$ cat config.mk
export PLATFORM = sky130hd
export DESIGN_NAME = gyro_rest_detect_bias_track_top_flat
export DESIGN_NICKNAME = d
export VERILOG_FILES = /design/src/grbt_pkg.sv /design/src/grbt_req_if.sv /design/src/grbt_rsp_if.sv /design/src/gyro_rest_detect_bias_track_top.sv /design/src/flat_wrapper.sv
export SDC_FILE = /design/constraint.sdc
export NUM_CORES = 2
export LEC_CHECK = 0
export ABC_AREA = 0
export BUFFER_PORTS_ARGS = -buffer_cell sky130_fd_sc_hd__buf_2
export CORE_MARGIN = 2
export CORE_UTILIZATION = 65
export DETAILED_ROUTE_END_ITERATION = 10
export PLACE_DENSITY = 0.83
export SYNTH_ARGS = -nofsm -noshare
export SYNTH_HDL_FRONTEND = slang
export SYNTH_SLANG_ARGS = --single-unit
$ cat constraint.sdc
create_clock -name clock -period 16.4 [get_ports clock]
set_clock_uncertainty 0.1 [all_clocks]
set_input_delay 1.64 -clock clock [delete_from_list [all_inputs] [get_ports clock]]
set_output_delay 1.64 -clock clock [all_outputs]
set_load 0.01 [all_outputs]
$ cat src/grbt_pkg.sv
// Shared types and constants for the gyro rest detector and bias tracker.
package grbt_pkg;

   // Number of gyro axes handled per word.
   localparam int unsigned AXES = 3;

   // Width of a raw rate times six (signed, fits 19 bits).
   localparam int unsigned FULL_W = 19;

   // Width of the difference between the scaled rate and the bias.
   localparam int unsigned DIFF_W = 20;

   // Width of the bias plus its step, before saturation.
   localparam int unsigned STEP_W = 21;

   // Configuration register widths.
   localparam int unsigned THR_W    = 32;
   localparam int unsigned SETTLE_W = 16;
   localparam int unsigned SHIFT_W  = 4;
   localparam int unsigned CSR_W    = 32;

   // Configuration reset values.
   localparam logic [THR_W-1:0]    ENTER_RESET  = 32'd500000;
   localparam logic [THR_W-1:0]    EXIT_RESET   = 32'd1400000;
   localparam logic [SETTLE_W-1:0] SETTLE_RESET = 16'd100;
   localparam logic [SHIFT_W-1:0]  SHIFT_RESET  = 4'd8;

   // Saturation limits of a 16-bit bias.
   localparam logic signed [STEP_W-1:0] BIAS_MAX = 21'sd32767;
   localparam logic signed [STEP_W-1:0] BIAS_MIN = -21'sd32768;

   // One signed 16-bit rate or bias value.
   typedef logic signed [15:0] rate_type;

   // Configuration register indexes.
   typedef enum logic [1:0] {
      REG_ENTER  = 2'd0,
      REG_EXIT   = 2'd1,
      REG_SETTLE = 2'd2,
      REG_SHIFT  = 2'd3
   } csr_index_type;

endpackage

$ cat src/grbt_req_if.sv
// Input channel carrying one raw 3-axis gyro sample per word.
interface grbt_req_if;
   logic              valid;
   logic              ready;
   grbt_pkg::rate_type rate_x;
   grbt_pkg::rate_type rate_y;
   grbt_pkg::rate_type rate_z;

   modport source (output valid, output rate_x, output rate_y, output rate_z, input ready);
   modport sink   (input valid, input rate_x, input rate_y, input rate_z, output ready);
endinterface

$ cat src/grbt_rsp_if.sv
// Result channel carrying corrected rates, rest flag and bias per word.
interface grbt_rsp_if;
   logic               valid;
   logic               ready;
   grbt_pkg::rate_type corrected_x;
   grbt_pkg::rate_type corrected_y;
   grbt_pkg::rate_type corrected_z;
   logic               resting;
   grbt_pkg::rate_type offset_x;
   grbt_pkg::rate_type offset_y;
   grbt_pkg::rate_type offset_z;

   modport source (output valid, output corrected_x, output corrected_y, output corrected_z,
                   output resting, output offset_x, output offset_y, output offset_z,
                   input ready);
   modport sink   (input valid, input corrected_x, input corrected_y, input corrected_z,
                   input resting, input offset_x, input offset_y, input offset_z,
                   output ready);
endinterface

$ cat src/gyro_rest_detect_bias_track_top.sv
// Top level of the gyro rest detector with bias tracking.
//
// Usage: each word on req_ch is one raw 3-axis gyro sample. For every sample
// exactly one word appears on rsp_ch with the bias-corrected rates (using the
// bias from before the sample), the rest flag and the bias after the sample.
// Both channels use valid/ready; a word moves when both are high.
// The csr_ port writes the thresholds, settle count and bias shift; write it
// only while no sample is in flight.
// An accepted sample is held in the input register, then in the result
// register, which rsp_ch presents. Throughput is one sample per cycle while
// rsp_ch.ready stays high: the input register feeds one pass of squares,
// threshold compare and state update straight into the result register.
// Reset clears the bias, the rest counter and the rest flag, empties both
// pipeline registers and restores the register defaults.
// When the receiver stalls, the result register holds its word and the
// input register still takes one more sample; req_ch.ready then drops until
// rsp_ch drains.
module gyro_rest_detect_bias_track_top #(
   parameter int unsigned COUNT_WIDTH = 16
) (
   input  logic                                clock,
   input  logic                                reset,
   grbt_req_if.sink                            req_ch,
   grbt_rsp_if.source                          rsp_ch,
   input  logic                                csr_wr_en,
   input  grbt_pkg::csr_index_type             csr_index,
   input  logic [grbt_pkg::CSR_W-1:0]          csr_wr_data
);

   localparam int unsigned AXES  = grbt_pkg::AXES;
   localparam int unsigned CMP_W = (COUNT_WIDTH > grbt_pkg::SETTLE_W) ?
                                   COUNT_WIDTH : grbt_pkg::SETTLE_W;
   localparam logic [COUNT_WIDTH-1:0] COUNT_MAX = {COUNT_WIDTH{1'b1}};

   // Configuration registers.
   logic [grbt_pkg::THR_W-1:0]    enter_thr_ff;
   logic [grbt_pkg::THR_W-1:0]    exit_thr_ff;
   logic [grbt_pkg::SETTLE_W-1:0] settle_ff;
   logic [grbt_pkg::SHIFT_W-1:0]  shift_ff;

   // Tracking state.
   grbt_pkg::rate_type      bias_ff [AXES];
   grbt_pkg::rate_type      bias_in [AXES];
   logic [COUNT_WIDTH-1:0]  count_ff;
   logic [COUNT_WIDTH-1:0]  count_in;
   logic                    rest_ff;
   logic                    rest_in;

   // Input register.
   logic                    in_valid_ff;
   grbt_pkg::rate_type      in_rate_ff [AXES];

   // Result register.
   logic                    out_valid_ff;
   grbt_pkg::rate_type      out_corr_ff [AXES];
   grbt_pkg::rate_type      out_bias_ff [AXES];
   logic                    out_rest_ff;

   // Datapath signals.
   logic signed [grbt_pkg::FULL_W-1:0] full   [AXES];
   grbt_pkg::rate_type                 corr   [AXES];
   logic signed [31:0]                 square [AXES];
   logic signed [grbt_pkg::DIFF_W-1:0] diff   [AXES];
   logic signed [grbt_pkg::DIFF_W-1:0] step   [AXES];
   logic signed [grbt_pkg::STEP_W-1:0] moved  [AXES];
   logic [31:0]                        sumsq;
   logic [grbt_pkg::THR_W-1:0]         thr;
   logic                               quiet;
   logic [COUNT_WIDTH-1:0]             count_up;
   logic [CMP_W-1:0]                   count_up_ext;
   logic [CMP_W-1:0]                   settle_ext;
   logic                               advance;

   // Pipeline flow: the input register moves on when the result register is
   // empty or being drained.
   assign advance      = in_valid_ff && (!out_valid_ff || rsp_ch.ready);
   assign req_ch.ready = !in_valid_ff || advance;

   // Configuration writes.
   always_ff @(posedge clock) begin
      if (reset) begin
         enter_thr_ff <= grbt_pkg::ENTER_RESET;
         exit_thr_ff  <= grbt_pkg::EXIT_RESET;
         settle_ff    <= grbt_pkg::SETTLE_RESET;
         shift_ff     <= grbt_pkg::SHIFT_RESET;
      end else if (csr_wr_en) begin
         unique case (csr_index)
            grbt_pkg::REG_ENTER:  enter_thr_ff <= csr_wr_data[grbt_pkg::THR_W-1:0];
            grbt_pkg::REG_EXIT:   exit_thr_ff  <= csr_wr_data[grbt_pkg::THR_W-1:0];
            grbt_pkg::REG_SETTLE: settle_ff    <= csr_wr_data[grbt_pkg::SETTLE_W-1:0];
            grbt_pkg::REG_SHIFT:  shift_ff     <= csr_wr_data[grbt_pkg::SHIFT_W-1:0];
            default: ;
         endcase
      end
   end

   // Per-axis scaling, correction, squaring and bias step.
   always_comb begin
      for (int i = 0; i < AXES; i++) begin
         full[i]   = (grbt_pkg::FULL_W'(in_rate_ff[i]) <<< 2) +
                     (grbt_pkg::FULL_W'(in_rate_ff[i]) <<< 1);
         corr[i]   = grbt_pkg::rate_type'(full[i][15:0]) - bias_ff[i];
         square[i] = corr[i] * corr[i];
         diff[i]   = grbt_pkg::DIFF_W'(full[i]) - grbt_pkg::DIFF_W'(bias_ff[i]);
         step[i]   = diff[i] >>> shift_ff;
         moved[i]  = grbt_pkg::STEP_W'(bias_ff[i]) + grbt_pkg::STEP_W'(step[i]);
      end
   end

   // Sum of squares against the threshold picked by the rest flag.
   assign sumsq = 32'(unsigned'(square[0])) + 32'(unsigned'(square[1])) +
                  32'(unsigned'(square[2]));
   assign thr   = rest_ff ? exit_thr_ff : enter_thr_ff;
   assign quiet = sumsq < thr;

   // Saturating counter step for a quiet sample.
   assign count_up     = (count_ff == COUNT_MAX) ? count_ff : count_ff + 1'b1;
   assign count_up_ext = CMP_W'(count_up);
   assign settle_ext   = CMP_W'(settle_ff);

   // Next state of counter, rest flag and bias.
   always_comb begin
      count_in = count_ff;
      rest_in  = rest_ff;
      for (int i = 0; i < AXES; i++) begin
         bias_in[i] = bias_ff[i];
      end
      if (quiet) begin
         count_in = count_up;
         if (count_up_ext > settle_ext) begin
            rest_in = 1'b1;
            for (int i = 0; i < AXES; i++) begin
               if (moved[i] > grbt_pkg::BIAS_MAX) begin
                  bias_in[i] = grbt_pkg::rate_type'(grbt_pkg::BIAS_MAX[15:0]);
               end else if (moved[i] < grbt_pkg::BIAS_MIN) begin
                  bias_in[i] = grbt_pkg::rate_type'(grbt_pkg::BIAS_MIN[15:0]);
               end else begin
                  bias_in[i] = moved[i][15:0];
               end
            end
         end
      end else begin
         if (count_ff >= COUNT_WIDTH'(2)) begin
            count_in = count_ff - COUNT_WIDTH'(2);
         end else if (count_ff != '0) begin
            count_in = '0;
         end else begin
            rest_in = 1'b0;
         end
      end
   end

   // Tracking state and pipeline valid flags.
   always_ff @(posedge clock) begin
      if (reset) begin
         count_ff     <= '0;
         rest_ff      <= 1'b0;
         in_valid_ff  <= 1'b0;
         out_valid_ff <= 1'b0;
         for (int i = 0; i < AXES; i++) begin
            bias_ff[i] <= '0;
         end
      end else begin
         if (req_ch.ready) begin
            in_valid_ff <= req_ch.valid;
         end
         if (advance) begin
            out_valid_ff <= 1'b1;
            count_ff     <= count_in;
            rest_ff      <= rest_in;
            for (int i = 0; i < AXES; i++) begin
               bias_ff[i] <= bias_in[i];
            end
         end else if (rsp_ch.ready) begin
            out_valid_ff <= 1'b0;
         end
      end
   end

   // Input payload register.
   always_ff @(posedge clock) begin
      if (req_ch.ready && req_ch.valid) begin
         in_rate_ff[0] <= req_ch.rate_x;
         in_rate_ff[1] <= req_ch.rate_y;
         in_rate_ff[2] <= req_ch.rate_z;
      end
   end

   // Result payload register.
   always_ff @(posedge clock) begin
      if (advance) begin
         out_rest_ff <= rest_in;
         for (int i = 0; i < AXES; i++) begin
            out_corr_ff[i] <= corr[i];
            out_bias_ff[i] <= bias_in[i];
         end
      end
   end

   // Result channel outputs.
   assign rsp_ch.valid       = out_valid_ff;
   assign rsp_ch.corrected_x = out_corr_ff[0];
   assign rsp_ch.corrected_y = out_corr_ff[1];
   assign rsp_ch.corrected_z = out_corr_ff[2];
   assign rsp_ch.resting     = out_rest_ff;
   assign rsp_ch.offset_x    = out_bias_ff[0];
   assign rsp_ch.offset_y    = out_bias_ff[1];
   assign rsp_ch.offset_z    = out_bias_ff[2];

   // Rest is only declared once the counter has passed the settle count.
   a_rest_after_settle: assert property (@(posedge clock) disable iff (reset)
      (!$past(reset) && $rose(rest_ff)) |-> (CMP_W'(count_ff) > CMP_W'($past(settle_ff))))
      else $error("rest flag set with counter not past settle count");

   // While the block stays in motion the bias does not move.
   a_bias_frozen: assert property (@(posedge clock) disable iff (reset)
      (!$past(reset) && !$past(rest_ff) && !rest_ff) |->
      ($stable(bias_ff[0]) && $stable(bias_ff[1]) && $stable(bias_ff[2])))
      else $error("bias changed while in motion");

   // A busy sample lowers the counter by at most two.
   a_count_drop: assert property (@(posedge clock) disable iff (reset)
      !$past(reset) |-> ((CMP_W + 1)'(count_ff) + (CMP_W + 1)'(2) >=
                         (CMP_W + 1)'($past(count_ff))))
      else $error("rest counter dropped by more than two");

   // State changes only when a sample moves into the result register.
   a_state_on_advance: assert property (@(posedge clock) disable iff (reset)
      (!$past(reset) && !$past(advance)) |-> ($stable(count_ff) && $stable(rest_ff)))
      else $error("tracking state changed without a sample");

endmodule

$ cat src/flat_wrapper.sv
// flat-port wrapper written by rule: the top's interface ports become plain ports
module gyro_rest_detect_bias_track_top_flat 
#(
   parameter int unsigned COUNT_WIDTH = 16
)
  (clock, reset, csr_wr_en, csr_index, csr_wr_data, req_ch_valid, req_ch_rate_x, req_ch_rate_y, req_ch_rate_z, req_ch_ready, rsp_ch_valid, rsp_ch_corrected_x, rsp_ch_corrected_y, rsp_ch_corrected_z, rsp_ch_resting, rsp_ch_offset_x, rsp_ch_offset_y, rsp_ch_offset_z, rsp_ch_ready);
  grbt_req_if req_ch_i ();
  grbt_rsp_if rsp_ch_i ();
  input  logic clock;
  input  logic reset;
  input  logic csr_wr_en;
  input  grbt_pkg::csr_index_type csr_index;
  input  logic [grbt_pkg::CSR_W-1:0] csr_wr_data;
  input wire logic [$bits(req_ch_i.valid)-1:0] req_ch_valid;
  input wire logic [$bits(req_ch_i.rate_x)-1:0] req_ch_rate_x;
  input wire logic [$bits(req_ch_i.rate_y)-1:0] req_ch_rate_y;
  input wire logic [$bits(req_ch_i.rate_z)-1:0] req_ch_rate_z;
  output wire logic [$bits(req_ch_i.ready)-1:0] req_ch_ready;
  output wire logic [$bits(rsp_ch_i.valid)-1:0] rsp_ch_valid;
  output wire logic [$bits(rsp_ch_i.corrected_x)-1:0] rsp_ch_corrected_x;
  output wire logic [$bits(rsp_ch_i.corrected_y)-1:0] rsp_ch_corrected_y;
  output wire logic [$bits(rsp_ch_i.corrected_z)-1:0] rsp_ch_corrected_z;
  output wire logic [$bits(rsp_ch_i.resting)-1:0] rsp_ch_resting;
  output wire logic [$bits(rsp_ch_i.offset_x)-1:0] rsp_ch_offset_x;
  output wire logic [$bits(rsp_ch_i.offset_y)-1:0] rsp_ch_offset_y;
  output wire logic [$bits(rsp_ch_i.offset_z)-1:0] rsp_ch_offset_z;
  input wire logic [$bits(rsp_ch_i.ready)-1:0] rsp_ch_ready;
  assign req_ch_i.valid = req_ch_valid;
  assign req_ch_i.rate_x = req_ch_rate_x;
  assign req_ch_i.rate_y = req_ch_rate_y;
  assign req_ch_i.rate_z = req_ch_rate_z;
  assign req_ch_ready = req_ch_i.ready;
  assign rsp_ch_valid = rsp_ch_i.valid;
  assign rsp_ch_corrected_x = rsp_ch_i.corrected_x;
  assign rsp_ch_corrected_y = rsp_ch_i.corrected_y;
  assign rsp_ch_corrected_z = rsp_ch_i.corrected_z;
  assign rsp_ch_resting = rsp_ch_i.resting;
  assign rsp_ch_offset_x = rsp_ch_i.offset_x;
  assign rsp_ch_offset_y = rsp_ch_i.offset_y;
  assign rsp_ch_offset_z = rsp_ch_i.offset_z;
  assign rsp_ch_i.ready = rsp_ch_ready;
  gyro_rest_detect_bias_track_top #(.COUNT_WIDTH(COUNT_WIDTH)) u_core (.clock(clock), .reset(reset), .req_ch(req_ch_i), .rsp_ch(rsp_ch_i), .csr_wr_en(csr_wr_en), .csr_index(csr_index), .csr_wr_data(csr_wr_data));
endmodule
==> impl_metrics.env <==
export IMPL_worstMarginPinSlew_ns=1.30
export IMPL_first_global_vias=40600
export IMPL_insertedDiodeCount=0
export IMPL_timing_max_transition_violations_final=0
export IMPL_ys_async_sr_fraction_pct=0
export IMPL_placementRows=100
export IMPL_route_antenna_remaining_nets=0
export IMPL_post_drt_wl_per_cell_um=21.2
export IMPL_fmax_mhz=64.7
export IMPL_min_from="u_core.exit_thr_ff[28]"
export IMPL_port_buffers=185
export IMPL_r2r_worst_path_cells=55
export IMPL_final_setup_viol_count=0
export IMPL_cpLargestDelayFamily="adder cells"
export IMPL_launching_point_of_the_worst_reg2reg_path="u_core.in_rate_ff[0][16]"
export IMPL_syn_inst=5332
export IMPL_cts_post_setup_buffers_inserted=0
export IMPL_placeableCoreArea_sq_um=74700
export IMPL_path_class="flip-flop to flip-flop"
export IMPL_yosys_warnings=0
export IMPL_die_area_sq_um=77800
export IMPL_cts_htree_levels=2
export IMPL_finalSetupTns_ns=0
export IMPL_cp_slowest_stage_delay_ns=0.63
export IMPL_finalNetCount=6785
export IMPL_rsz_0062_raised_after_global_routing="no"
export IMPL_number_of_hold_buffers_added_after_cts=0
export IMPL_worst_path_clk_slew_ns=0.07
export IMPL_largest_net_degree_at_the_start_of_global_routing=102
export IMPL_run_status="completed"
export IMPL_synth_main_ff_cell="edfxtp_1"
export IMPL_post_synth_top_area_cell="fa_1"
export IMPL_synth_top_cell_area_share_pct=33.7
export IMPL_cts_tree="built"
export IMPL_crit_path_frequent_cell="fa_1"
export IMPL_clock_latency_reported_for_the_late_side_of_the_worst_skew_pair_ns=0.58
export IMPL_net_count_synth=6659
export IMPL_synth_enable_flop_cells=193
export IMPL_rr_endpoint="u_core.bias_ff[0][11]"
export IMPL_slew_headroom_pct=13.3
export IMPL_maxCapViolations=0
export IMPL_floorplan_initialDensity_pct=65.8
export IMPL_cts_sinks=296
export IMPL_global_route_usage_total_pct=36.3
export IMPL_cts_made_buffers=36
export IMPL_post_route_min_period_ns=15.46
export IMPL_rrSetupSlack_ns=0.94
export IMPL_yosys_register_bits=296
export IMPL_syn_avg_cell_area_sq_um=9.22
export IMPL_commonest_cells_in_the_synthesized_netlist="inv_1, fa_1, nand2_1"
export IMPL_finalHoldViolations=0
export IMPL_grt_overflow=0
export IMPL_gp_congestion=1.01
export IMPL_design_portCount=186
export IMPL_cp_num_buf_inv=8
export IMPL_drt_wirelength_um=137000
export IMPL_clock_root_buffer="clkbuf_16"
export IMPL_timing_final_crit_share_pct=94.3
export IMPL_area_growth_syn_to_layout_pct=6.85
export IMPL_hold_path_end="u_core.exit_thr_ff[28]"
export IMPL_worst_setup_path_end_kind="flip-flop"
export IMPL_drt_iter0_markers=4047
export IMPL_required_time_of_the_critical_path_ns=16.58
export IMPL_timing_critical_path_slowest_stage_cell="o21ba_2"
export IMPL_final_layout_size_suffix_gt1_share_pct=8.61
export IMPL_crit_arrival_ns=15.64
export IMPL_floorplan_die_width_um=279
export IMPL_synth_most_common_cell="inv_1"
export IMPL_detail_route_vias_per_cell=6.02
export IMPL_half_perimeter_wire_length_after_detailed_placement_um=112000
export IMPL_antenna_violations_before_repair=1
export IMPL_hold_path_class="flip-flop to flip-flop"
export IMPL_synth_seq_area_share_pct=16.0
export IMPL_fillerInstances=5514
export IMPL_critical_path_startpoint_type="flip-flop"
export IMPL_die_h_um=279
export IMPL_post_synth_num_cell_types=109
export IMPL_clock_tree_buffer_depth=3
export IMPL_post_route_drc_count=0
export IMPL_netlist_area_sq_um=49200
export IMPL_first_pass_iters=7
export IMPL_synth_area_leaders="fa_1, edfxtp_1, ha_1, inv_1, dfxtp_1"
export IMPL_vias=38800
export IMPL_global_route_wire_length_before_repair_um=218000
export IMPL_min_delay_path_depth=2
export IMPL_critical_path_peak_fanout=20
export IMPL_worstSetupPathDepth=55
export IMPL_postCtsResizedCells=0
state kept, by name (all words and copies together) (netlist names):
register and flops:
u_core.in_rate_ff 48, u_core.shift_ff 4, u_core.count_ff 16, u_core.out_bias_ff 48, u_core.in_valid_ff 1, u_core.exit_thr_ff 32
u_core.enter_thr_ff 32, u_core.settle_ext 16, u_core.rest_ff 1, u_core.bias_ff 48, u_core.rsp_ch.valid 1, u_core.rsp_ch.resting 1
u_core.out_corr_ff 48
kinds of logic after synthesis:
logic type | synth area share, %
AO/OA/AOI/OAI | 11.8
XOR/XNOR | 3.70
adder cells (fa/ha/maj) | 44.2
buffers and inverters | 10.2
flip-flops | 16.0
multiplexers | 2.49
other | 0.00763
AND/OR/NAND/NOR | 11.6
per-layer routing:
metal  global-route usage (%)  vias to the layer above  part of all wire, %
li1                         -                    17300                    -
met1                     44.9                    19000                   36
met2                     58.9                     2034                   47
met3                     8.78                      541                   10
met4                     19.7                        2                  6.7
met5                        0                        -                0.036
layout by cell type (no fill, tap or decap), types with 40 or more instances in the layout:
cell / n
inv_1: 1124
edfxtp_1: 193
nand2_1: 523
buf_2: 185
nand3_1: 45
xor2_1: 60
nor3_1: 82
a21o_1: 61
o21ai_0: 131
xnor2_1: 139
a21oi_1: 291
mux2i_1: 64
dfxtp_1: 98
buf_4: 85
ha_1: 412
nor2_1: 433
o21a_1: 40
fa_1: 828
final cells by class:
| cell class | count | area [sq um] | area share, % |
|---|---|---|---|
| Tap cell | 969 | 1210 | 2.31 |
| Inverter | 1146 | 4300 | 8.19 |
| Sequential cell | 296 | 7860 | 15.0 |
| Timing Repair Buffer | 270 | 1560 | 2.98 |
| Multi-Input combinational cell | 3708 | 36300 | 69.2 |
| Clock buffer | 43 | 1000 | 1.91 |
| Clock inverter | 22 | 240 | 0.457 |
metrics by stage:
step | hold WS [ns] | utilization (%) | instance area, sq um | cells | setup WS (ns)
6_report | 0.353 | 70.3 | 52500 | 6454 | 0.941
5_1_grt | 0.375 | 70.3 | 52500 | 6454 | 0.116
4_1_cts | 0.354 | 70.3 | 52500 | 6454 | 0.791
3_5_place_dp | 0.346 | 68.6 | 51300 | 6389 | 0.918
3_3_place_gp | 0.341 | 68.6 | 51300 | 6389 | 1.34
2_1_floorplan | 0.336 | - | 49200 | 5332 | 2.37
tightest hold or removal path: cells and delay by family (launching register included):
family / cells / cell delay (ns)
flip-flops: 1 / 0.30
AND/OR/NAND/NOR: 1 / 0.05
AO/OA/AOI/OAI: 1 / 0.05
worst max path at each step:
stage | start | endpoint | slack, ns
floorplan | u_core.in_rate_ff[0][33] | u_core.bias_ff[0][11] | 2.37
global placement | u_core.in_rate_ff[0][33] | u_core.bias_ff[0][2] | 1.34
detailed placement | u_core.in_rate_ff[0][33] | u_core.bias_ff[0][0] | 0.92
CTS | u_core.in_rate_ff[0][33] | u_core.bias_ff[0][0] | 0.79
global route | u_core.in_rate_ff[0][33] | u_core.bias_ff[0][2] | 0.12
finish | u_core.in_rate_ff[0][16] | u_core.bias_ff[0][11] | 0.94
Power is not shown: default switching activity piles up to over one toggle a cycle in this logic, so the estimate is an artifact.
